<file path="config.mk">
export PLATFORM = sky130hd
export DESIGN_NAME = amd_ctrl
export DESIGN_NICKNAME = d
export VERILOG_FILES = /design/src/rtl/amd_pkg.sv /design/src/rtl/amd_ctrl.sv
export SDC_FILE = /design/constraint.sdc
export NUM_CORES = 1
export LEC_CHECK = 0
export ABC_AREA = 0
export ABC_CLOCK_PERIOD_IN_PS = 1900
export BUFFER_PORTS_ARGS = -buffer_cell sky130_fd_sc_hd__buf_4
export CORE_UTILIZATION = 40
export CTS_CLUSTER_SIZE = 12
export DETAILED_ROUTE_END_ITERATION = 8
export PLACE_DENSITY_LB_ADDON = 0.05
export SLEW_MARGIN = 20
export SYNTH_ARGS = -nofsm -noshare
export SYNTH_HDL_FRONTEND = slang
export SYNTH_SLANG_ARGS = --single-unit
</file>
<file path="constraint.sdc">
create_clock -name clk -period 1.9 [get_ports clk]
set_input_delay 0.285 -clock clk [delete_from_list [all_inputs] [get_ports clk]]
set_output_delay 0.285 -clock clk [all_outputs]
set_load 0.01 [all_outputs]
</file>
<file path="src/rtl/amd_pkg.sv">
// ----------------------------------------------------------------------------
// amd_pkg
// Shared types, register indexes, constants and helper functions for the
// mic decimate / gate / agc / duck block.
// ----------------------------------------------------------------------------
package amd_pkg;

	localparam int CFG_IDX_W  = 3;
	localparam int CFG_DATA_W = 15;

	localparam logic [CFG_IDX_W-1:0] CFG_DECIMATION = 3'd0;
	localparam logic [CFG_IDX_W-1:0] CFG_MIC_GAIN   = 3'd1;
	localparam logic [CFG_IDX_W-1:0] CFG_GATE_THR   = 3'd2;
	localparam logic [CFG_IDX_W-1:0] CFG_AGC_TARGET = 3'd3;
	localparam logic [CFG_IDX_W-1:0] CFG_DUCK_DEPTH = 3'd4;

	localparam int DIV_W = 48;
	localparam int DVS_W = 32;

	localparam logic [16:0] UNITY      = 17'd65536;
	localparam logic [19:0] AGC_MAX    = 20'd786432;
	localparam logic [15:0] GATE_REL   = 16'd65479;
	localparam logic [15:0] AGC_ATK    = 16'd39322;
	localparam logic [15:0] AGC_REL    = 16'd62259;
	localparam logic [14:0] AGC_SMOOTH = 15'd13107;
	localparam logic [9:0]  GATE_UP    = 10'd819;
	localparam logic [9:0]  GATE_DN    = 10'd27;
	localparam logic [10:0] DUCK_DN    = 11'd1311;
	localparam logic [10:0] DUCK_UP    = 11'd197;
	localparam logic [6:0]  DUCK_FULL  = 7'd100;
	// ceil(2^32 / 100), exact floor for the percent scale
	localparam logic [25:0] PCT_RECIP  = 26'd42949673;

	typedef struct packed {
		logic capture;
		logic acc;
		logic gain;
		logic genv;
		logic glvl;
		logic gmul;
		logic store;
		logic grp_clr;
		logic aenv;
		logic adiv;
		logic alvl;
		logic alvl2;
		logic dflr;
		logic rd;
		logic rdw;
		logic amul;
		logic duck;
		logic dmul;
		logic out_load;
		logic idx_inc;
		logic frame_clr;
	} amd_cmd_t;

	typedef struct packed {
		logic grp_close;
		logic gate_on;
		logic agc_on;
		logic duck_on;
		logic fend;
		logic fill_zero;
		logic div_done;
		logic idx_last;
		logic out_free;
	} amd_sts_t;

	function automatic logic signed [15:0] sat16(input logic signed [47:0] v);
		if (v > 48'sd32767) return 16'sh7fff;
		if (v < -48'sd32768) return 16'sh8000;
		return v[15:0];
	endfunction

	// arithmetic right shift rounding toward zero
	function automatic logic signed [47:0] tz_shr(input logic signed [47:0] v, input int sh);
		logic signed [47:0] bias;
		bias = v < 0 ? ((48'sd1 <<< sh) - 48'sd1) : 48'sd0;
		return (v + bias) >>> sh;
	endfunction

endpackage

</file>
<file path="src/rtl/amd_ctrl.sv">
// ----------------------------------------------------------------------------
// amd_ctrl
// Sequencer: steps one codec sample through decimation and gate, and at the
// frame mark runs the agc update, if enabled, and the frame playout loop.
// ----------------------------------------------------------------------------
module amd_ctrl (
	input  logic              clk,
	input  logic              arst_n,
	input  logic              in_valid,
	output logic              in_ready,
	input  amd_pkg::amd_sts_t sts,
	output amd_pkg::amd_cmd_t cmd
);
	import amd_pkg::*;

	localparam logic [4:0] ST_IDLE   = 5'd0;
	localparam logic [4:0] ST_ACC    = 5'd1;
	localparam logic [4:0] ST_DIVA   = 5'd2;
	localparam logic [4:0] ST_GAIN   = 5'd3;
	localparam logic [4:0] ST_GENV   = 5'd4;
	localparam logic [4:0] ST_GLVL   = 5'd5;
	localparam logic [4:0] ST_GMUL   = 5'd6;
	localparam logic [4:0] ST_STORE  = 5'd7;
	localparam logic [4:0] ST_FEND   = 5'd8;
	localparam logic [4:0] ST_AENV   = 5'd9;
	localparam logic [4:0] ST_ASTART = 5'd10;
	localparam logic [4:0] ST_AWAIT  = 5'd11;
	localparam logic [4:0] ST_ALVL   = 5'd12;
	localparam logic [4:0] ST_ALVL2  = 5'd13;
	localparam logic [4:0] ST_DFLR   = 5'd14;
	localparam logic [4:0] ST_RD     = 5'd15;
	localparam logic [4:0] ST_RDW    = 5'd16;
	localparam logic [4:0] ST_AMUL   = 5'd17;
	localparam logic [4:0] ST_DUCK   = 5'd18;
	localparam logic [4:0] ST_DMUL   = 5'd19;
	localparam logic [4:0] ST_OUT    = 5'd20;

	logic [4:0] state_q;
	logic [4:0] state_d;

	assign in_ready = state_q == ST_IDLE;

	always_comb begin
		cmd     = '0;
		state_d = state_q;
		unique case (state_q)
			ST_IDLE: begin
				if (in_valid) begin
					cmd.capture = 1'b1;
					state_d     = ST_ACC;
				end
			end
			ST_ACC: begin
				cmd.acc = 1'b1;
				state_d = sts.grp_close ? ST_DIVA : ST_FEND;
			end
			ST_DIVA: begin
				if (sts.div_done) state_d = ST_GAIN;
			end
			ST_GAIN: begin
				cmd.gain = 1'b1;
				state_d  = sts.gate_on ? ST_GENV : ST_STORE;
			end
			ST_GENV: begin
				cmd.genv = 1'b1;
				state_d  = ST_GLVL;
			end
			ST_GLVL: begin
				cmd.glvl = 1'b1;
				state_d  = ST_GMUL;
			end
			ST_GMUL: begin
				cmd.gmul = 1'b1;
				state_d  = ST_STORE;
			end
			ST_STORE: begin
				cmd.store = 1'b1;
				state_d   = ST_FEND;
			end
			ST_FEND: begin
				if (!sts.fend) begin
					state_d = ST_IDLE;
				end else begin
					cmd.grp_clr = 1'b1;
					if (sts.fill_zero) state_d = ST_IDLE;
					else if (sts.agc_on) state_d = ST_AENV;
					else state_d = ST_DFLR;
				end
			end
			ST_AENV: begin
				cmd.aenv = 1'b1;
				state_d  = ST_ASTART;
			end
			ST_ASTART: begin
				cmd.adiv = 1'b1;
				state_d  = ST_AWAIT;
			end
			ST_AWAIT: begin
				if (sts.div_done) state_d = ST_ALVL;
			end
			ST_ALVL: begin
				cmd.alvl = 1'b1;
				state_d  = ST_ALVL2;
			end
			ST_ALVL2: begin
				cmd.alvl2 = 1'b1;
				state_d   = ST_DFLR;
			end
			ST_DFLR: begin
				cmd.dflr = 1'b1;
				state_d  = ST_RD;
			end
			ST_RD: begin
				cmd.rd  = 1'b1;
				state_d = ST_RDW;
			end
			ST_RDW: begin
				cmd.rdw = 1'b1;
				if (sts.agc_on) state_d = ST_AMUL;
				else if (sts.duck_on) state_d = ST_DUCK;
				else state_d = ST_OUT;
			end
			ST_AMUL: begin
				cmd.amul = 1'b1;
				state_d  = sts.duck_on ? ST_DUCK : ST_OUT;
			end
			ST_DUCK: begin
				cmd.duck = 1'b1;
				state_d  = ST_DMUL;
			end
			ST_DMUL: begin
				cmd.dmul = 1'b1;
				state_d  = ST_OUT;
			end
			ST_OUT: begin
				if (sts.out_free) begin
					cmd.out_load = 1'b1;
					if (sts.idx_last) begin
						cmd.frame_clr = 1'b1;
						state_d       = ST_IDLE;
					end else begin
						cmd.idx_inc = 1'b1;
						state_d     = ST_RD;
					end
				end
			end
			default: state_d = ST_IDLE;
		endcase
	end

	always_ff @(posedge clk or negedge arst_n) begin
		if (!arst_n) begin
			state_q <= ST_IDLE;
		end else begin
			state_q <= state_d;
		end
	end
endmodule

</file>
==> impl_metrics.json, run 1 <==
{
  "outcome": "complete, no violations",
  "cts_tree": "built",
  "synth_top_area_share_pct": 17.5,
  "drive_gt1_share_pct": 45.1,
  "synth_area_sq_um": 713,
  "hold_ws_ns": 0.282,
  "yosysSeqAreaShare_pct": 17.5,
  "antenna_found_initial": 0,
  "antennaDiodeCount": 0,
  "rsz0062_at_grt": "yes",
  "power.density_nw_per_um2": 1410,
  "routed_wl_um": 2220,
  "num_rows": 14,
  "insertion_delay_ns": 0.24,
  "overflow": 0,
  "drv_cap": 0,
  "syn_nets": 112,
  "final-setup-viol-count": 0,
  "irDropWorstVdd_mv": 1.06,
  "cts-htree-levels": 1,
  "cts.sinks": 5,
  "largest_register_ffs": 5,
  "hpwl_um": 1650,
  "period_share_pct": 96.4,
  "reg_top3": "state_q (5)",
  "synth-seq-cells": 5,
  "syn_inst": 100,
  "layout.cells.non_filler": 158,
  "critPathBufInv": 2,
  "cts_buffers": 3,
  "num_io_pins": 34,
  "slew_headroom_pct": 70.3,
  "synth_edf_count": 0,
  "grt_pass1_vias": 842,
  "setup.worst_path.end_class": "output pin",
  "synthDistinctLibCells": 40,
  "final_cell_mix": "buf_4 (45), nor2_1 (19), nor3_1 (8)",
  "start_util_pct": 45.2,
  "grt_usage_pct": 26.0,
  "finalClockSkew_ns": 0.00161,
  "slew_violations": 0,
  "hold_class": "in2reg",
  "regMostFlops": "state_q",
  "dieWidth_um": 44.2,
  "dieArea_sq_um": 1960,
  "nets": 155,
  "finalCriticalPeriod_ns": 1.83,
  "synth_area_leaders": "dfrtp_1 (18%), nor2_1 (11%), nor3_1 (5.6%), nand2_1 (3.7%), o311ai_4 (3.7%)",
  "finalHoldViolations": 0,
  "startpoint_type": "flop",
  "dr_total_vias": 911,
  "final_common_cell": "buf_4",
  "total_leakage_power_nw": 0.510,
  "gp_congestion": 0.848,
  "dp_cells": 149,
  "ant_nets": 0,
  "max_freq_mhz": 546,
  "drt_pass1_iterations": 6,
  "critPathSlowestCell": "dfrtp_1",
  "synth_flop_cell": "dfrtp_1",
  "areaGrowthSynthToFinish_pct": 51.4,
  "yosysTopAreaCell": "dfrtp_1",
  "die_h_um": 44.2,
  "fill_cells": 139,
  "cts_root_buffer": "clkbuf_4",
  "required_ns": 1.62,
  "clockBufferDepth": 2,
  "worstPathCellList": "buf_4, or3_4, nor2_4, and2_1, buf_4",
  "grt_max_degree": 12,
  "max_stage_delay_ns": 0.41,
  "grt_pass1_wl_um": 3840,
  "critPathKind": "reg2out",
  "crit_top_cell": "buf_4",
  "synth-warning-count": 0,
  "multi_input_area_sq_um": 531,
  "syn_area_per_cell_sq_um": 7.13,
  "viasPerCell": 5.77,
  "clkTransAtPathRegs_ns": 0.04,
  "port_buffers": 33,
  "async_reset_ff_share_pct": 100,
  "regArea_sq_um": 129,
  "critical_path.top_delay_family": "simple AND/OR/NAND/NOR gates",
  "arrival_ns": 1.55,
  "placeableCoreArea_sq_um": 1580,
  "p_total_mw": 1.52,
  "drc": 0,
  "post_drt_wl_per_cell_um": 14.1,
  "crit_fanout": 8,
  "first_iter_violations": 30,
  "worst_pin_slew_ns": 0.439,
  "fin_setup_tns_ns": 0
}
==> layer usage <==
layer / share of wire (%) / track usage (%)
met1: 41 / 33.8
met2: 50 / 41.2
met3: 9.1 / 7.76
met4: 0 / 8.48
met5: 0 / 0
==> metrics by stage <==
| step | worst slack (ns) | util, % | instance area (sq um) |
|---|---|---|---|
| global placement | 0.221 | 62.5 | 986 |
| floorplan | 0.238 | - | 713 |
| detailed placement | 0.252 | 62.5 | 986 |
| global route | -0.0167 | 68.5 | 1080 |
| finish | 0.0688 | 68.5 | 1080 |
| CTS | 0.00194 | 64.9 | 1020 |
==> report_power, final <==
part	total, mW	internal, mW	switching [mW]	leakage (nW)
registers	0.256	0.162	0.0943	0.0599
clock network	0.123	0.0794	0.0433	0.0150
logic	1.14	0.548	0.596	0.435
==> worst register-to-register path, cell delays in order (launching register included) <==
cell     delay (ns)
dfrtp_2        0.44
or2b_1         0.26
buf_4          0.15
buf_4          0.15
o31a_1         0.23
o22ai_1        0.15
nor3_1         0.08
o22ai_1        0.11
==> cell families (layout without fill, tap and decap cells) <==
logic type,Yosys count,after routing,synth area share (%)
AOI/OAI and AO/OA,23,23,24.7
xor gates and xnor gates,2,2,2.46
buffers and inverters,13,55,10.9
DFF,5,5,17.5
muxes,2,2,2.98
and+or+nand+nor,55,55,41.4
==> cell usage after synthesis (all sizes together) (2+ instances only) <==
cell type,number
o31a,2
nor2b,2
o22ai,4
nor3,10
nand2,7
dfrtp,5
a21oi,3
inv,4
and3,2
nor2,20
o311ai,2
o21ai,5
or3,2
a31oi,2
buf,9
or2b,2
and2,2
==> layout make-up <==
class | count | area share (%)
flip-flops and latches | 5 | 11.9
repair buffers | 47 | 33.3
inverters | 4 | 1.39
clock buffers | 4 | 2.43
multi-input cells | 82 | 49.1
well taps | 16 | 1.85
==> what timing repair did <==
action / CTS / global route
resized for setup: 1 / 8
endpoints found under the hold margin: 5 / 0
hold buffers: 1 / 0
setup buffers: 0 / 4
pin swaps: 0 / 3
endpoints found under the setup margin: 3 / 2
==> final timing paths <==
kind,from,end,slack [ns],cells past startpoint
max in group asynchronous,arst_n,state_q[2],1.36,2
worst max-delay path,state_q[3],cmd[20],0.07,5
worst max register to register,state_q[1],state_q[2],0.25,7
min in group asynchronous,arst_n,state_q[4],0.42,2
worst min register to register,state_q[4],state_q[1],0.74,2
worst min-delay path,sts[0],state_q[2],0.28,2
(Power assumes the default switching activity.)
==> inputs of run 2 (changes only) <==
--- a/config.mk
+++ b/config.mk
@@ -6,7 +6,7 @@
 export NUM_CORES = 1
 export LEC_CHECK = 0
 export ABC_AREA = 0
-export ABC_CLOCK_PERIOD_IN_PS = 1900
+export ABC_CLOCK_PERIOD_IN_PS = 2200
 export BUFFER_PORTS_ARGS = -buffer_cell sky130_fd_sc_hd__buf_4
 export CORE_UTILIZATION = 40
 export CTS_CLUSTER_SIZE = 12
==> constraint.sdc (replaced) <==
create_clock -name clk -period 2.2 [get_ports clk]
set_input_delay 0.33 -clock clk [delete_from_list [all_inputs] [get_ports clk]]
set_output_delay 0.33 -clock clk [all_outputs]
set_load 0.01 [all_outputs]
==> run 2 against run 1 <==
Compared with the run above:
- non-clock buffer count shrank 9
- power shrank 21%
- clock power shrank 11%
- sequential share of layout area grew 0.72 points
- combinational power shrank 25%
- hold slack gained 0.038 ns
- cell count shrank 5.7%
- register-to-register slack gained 0.15 ns
- core utilization shrank 5.8 points
==> impl_metrics.json, run 2 (synthesized netlist as in run 1, its figures left out) <==
{
  "insertion_delay_ns": 0.24,
  "slew_headroom_pct": 72.7,
  "largest_register_ffs": 5,
  "hold_ws_ns": 0.320,
  "finalClockSkew_ns": 0.000152,
  "port_buffers": 33,
  "routed_wl_um": 2200,
  "antenna_found_initial": 0,
  "cts-htree-levels": 1,
  "num_io_pins": 34,
  "num_rows": 14,
  "fin_util_pct": 62.7,
  "gp_congestion": 0.901,
  "p_total_mw": 1.20,
  "critPathKind": "reg2out",
  "cts_root_buffer": "clkbuf_4",
  "cts.sinks": 5,
  "ant_nets": 0,
  "placeableCoreArea_sq_um": 1580,
  "clkTransAtPathRegs_ns": 0.04,
  "viasPerCell": 5.91,
  "hpwl_um": 1710,
  "max_freq_mhz": 491,
  "max_stage_delay_ns": 0.52,
  "start_util_pct": 45.2,
  "grt_max_degree": 14,
  "critPathSlowestCell": "dfrtp_1",
  "dr_total_vias": 880,
  "drt_pass1_iterations": 6,
  "post_drt_wl_per_cell_um": 14.8,
  "drv_cap": 0,
  "arrival_ns": 1.71,
  "regArea_sq_um": 125,
  "dieWidth_um": 44.2,
  "drc": 0,
  "irDropWorstVdd_mv": 0.661,
  "antennaDiodeCount": 0,
  "regMostFlops": "state_q",
  "startpoint_type": "flop",
  "critical_path.top_delay_family": "simple AND/OR/NAND/NOR gates",
  "first_iter_violations": 22,
  "rsz0062_at_grt": "no",
  "die_h_um": 44.2,
  "finalHoldViolations": 0,
  "nets": 146,
  "slew_violations": 0,
  "final_cell_mix": "buf_4 (37), nor2_1 (20), nor3_1 (8)",
  "cts_tree": "built",
  "drive_gt1_share_pct": 36.8,
  "final_common_cell": "buf_4",
  "areaGrowthSynthToFinish_pct": 38.6,
  "worst_pin_slew_ns": 0.403,
  "final-setup-viol-count": 0,
  "fill_cells": 152,
  "critPathBufInv": 1,
  "grt_pass1_vias": 829,
  "total_leakage_power_nw": 0.468,
  "grt_usage_pct": 24.7,
  "grt_pass1_wl_um": 3560,
  "finalCriticalPeriod_ns": 2.04,
  "hold_class": "in2reg",
  "power.density_nw_per_um2": 1220,
  "fin_setup_tns_ns": 0,
  "overflow": 0,
  "reg_top3": "state_q (5)",
  "setup.worst_path.end_class": "output pin",
  "dieArea_sq_um": 1960,
  "period_share_pct": 92.6,
  "multi_input_area_sq_um": 514,
  "crit_fanout": 13,
  "worstPathCellList": "or2b_4, nor3_2, and2_1, nor2b_1, buf_4",
  "outcome": "complete, no violations",
  "clockBufferDepth": 2,
  "required_ns": 1.87,
  "cts_buffers": 3
}
==> run 2: changes by cell type in the layout (fill, tap and decap cells not counted), sizes merged <==
cell and change:
buf -9
==> run 2: final timing paths <==
path | start | end | slack [ns] | cells after the start
min reg2reg | state_q[4] | state_q[1] | 0.69 | 2
min | sts[0] | state_q[2] | 0.32 | 2
max reg2reg | state_q[1] | state_q[1] | 0.40 | 5
min in group asynchronous | arst_n | state_q[3] | 0.43 | 2
max | state_q[1] | cmd[1] | 0.16 | 5
max in group asynchronous | arst_n | state_q[2] | 1.66 | 2
==> run 2: power by group <==
group	leakage, nW	internal (mW)	total (mW)	switching (mW)
Clock	0.0150	0.0687	0.109	0.0402
Sequential	0.0632	0.133	0.239	0.106
Combinational	0.390	0.396	0.854	0.458
Total	0.468	0.598	1.20	0.604
==> run 2: stage by stage <==
step	setup slack, ns	std cells	instance area (sq um)
after detailed placement	0.342	144	948
final	0.163	149	988
after floorplan	0.493	100	713
after global routing	0.0126	149	988
after CTS	0.0763	149	985
after global placement	0.419	144	948
==> run 2: timing repair <==
action	4_1_cts	5_1_grt
resized for setup	0	1
endpoints found under the hold margin	5	0
setup buffers	0	0
endpoints found under the setup margin	0	1
hold buffers	1	0
==> run 2: area by class of cell <==
type | count | share of cell area, %
multi-input cells | 82 | 52.0
repair buffers | 38 | 29.1
flip-flops and latches | 5 | 12.7
clock buffers | 4 | 2.66
well taps | 16 | 2.03
inverters | 4 | 1.52
==> run 2: worst register-to-register path, stage by stage (launching register included) <==
cell and delay [ns]:
dfrtp_1 0.59, or2_1 0.37, a21o_1 0.16, nor2_1 0.06, a2111oi_2 0.41, o21ai_1 0.10
==> run 2: per-layer routing <==
metal | up-vias | wire length [um] | global-route usage [%] | share of wire, %
met5 | - | 0 | 0 | 0
met2 | 62 | 984 | 37.6 | 45
met3 | 9 | 194 | 6.12 | 8.8
met4 | 0 | 59 | 12.1 | 2.7
li1 | 423 | - | - | -
met1 | 386 | 962 | 32.3 | 44
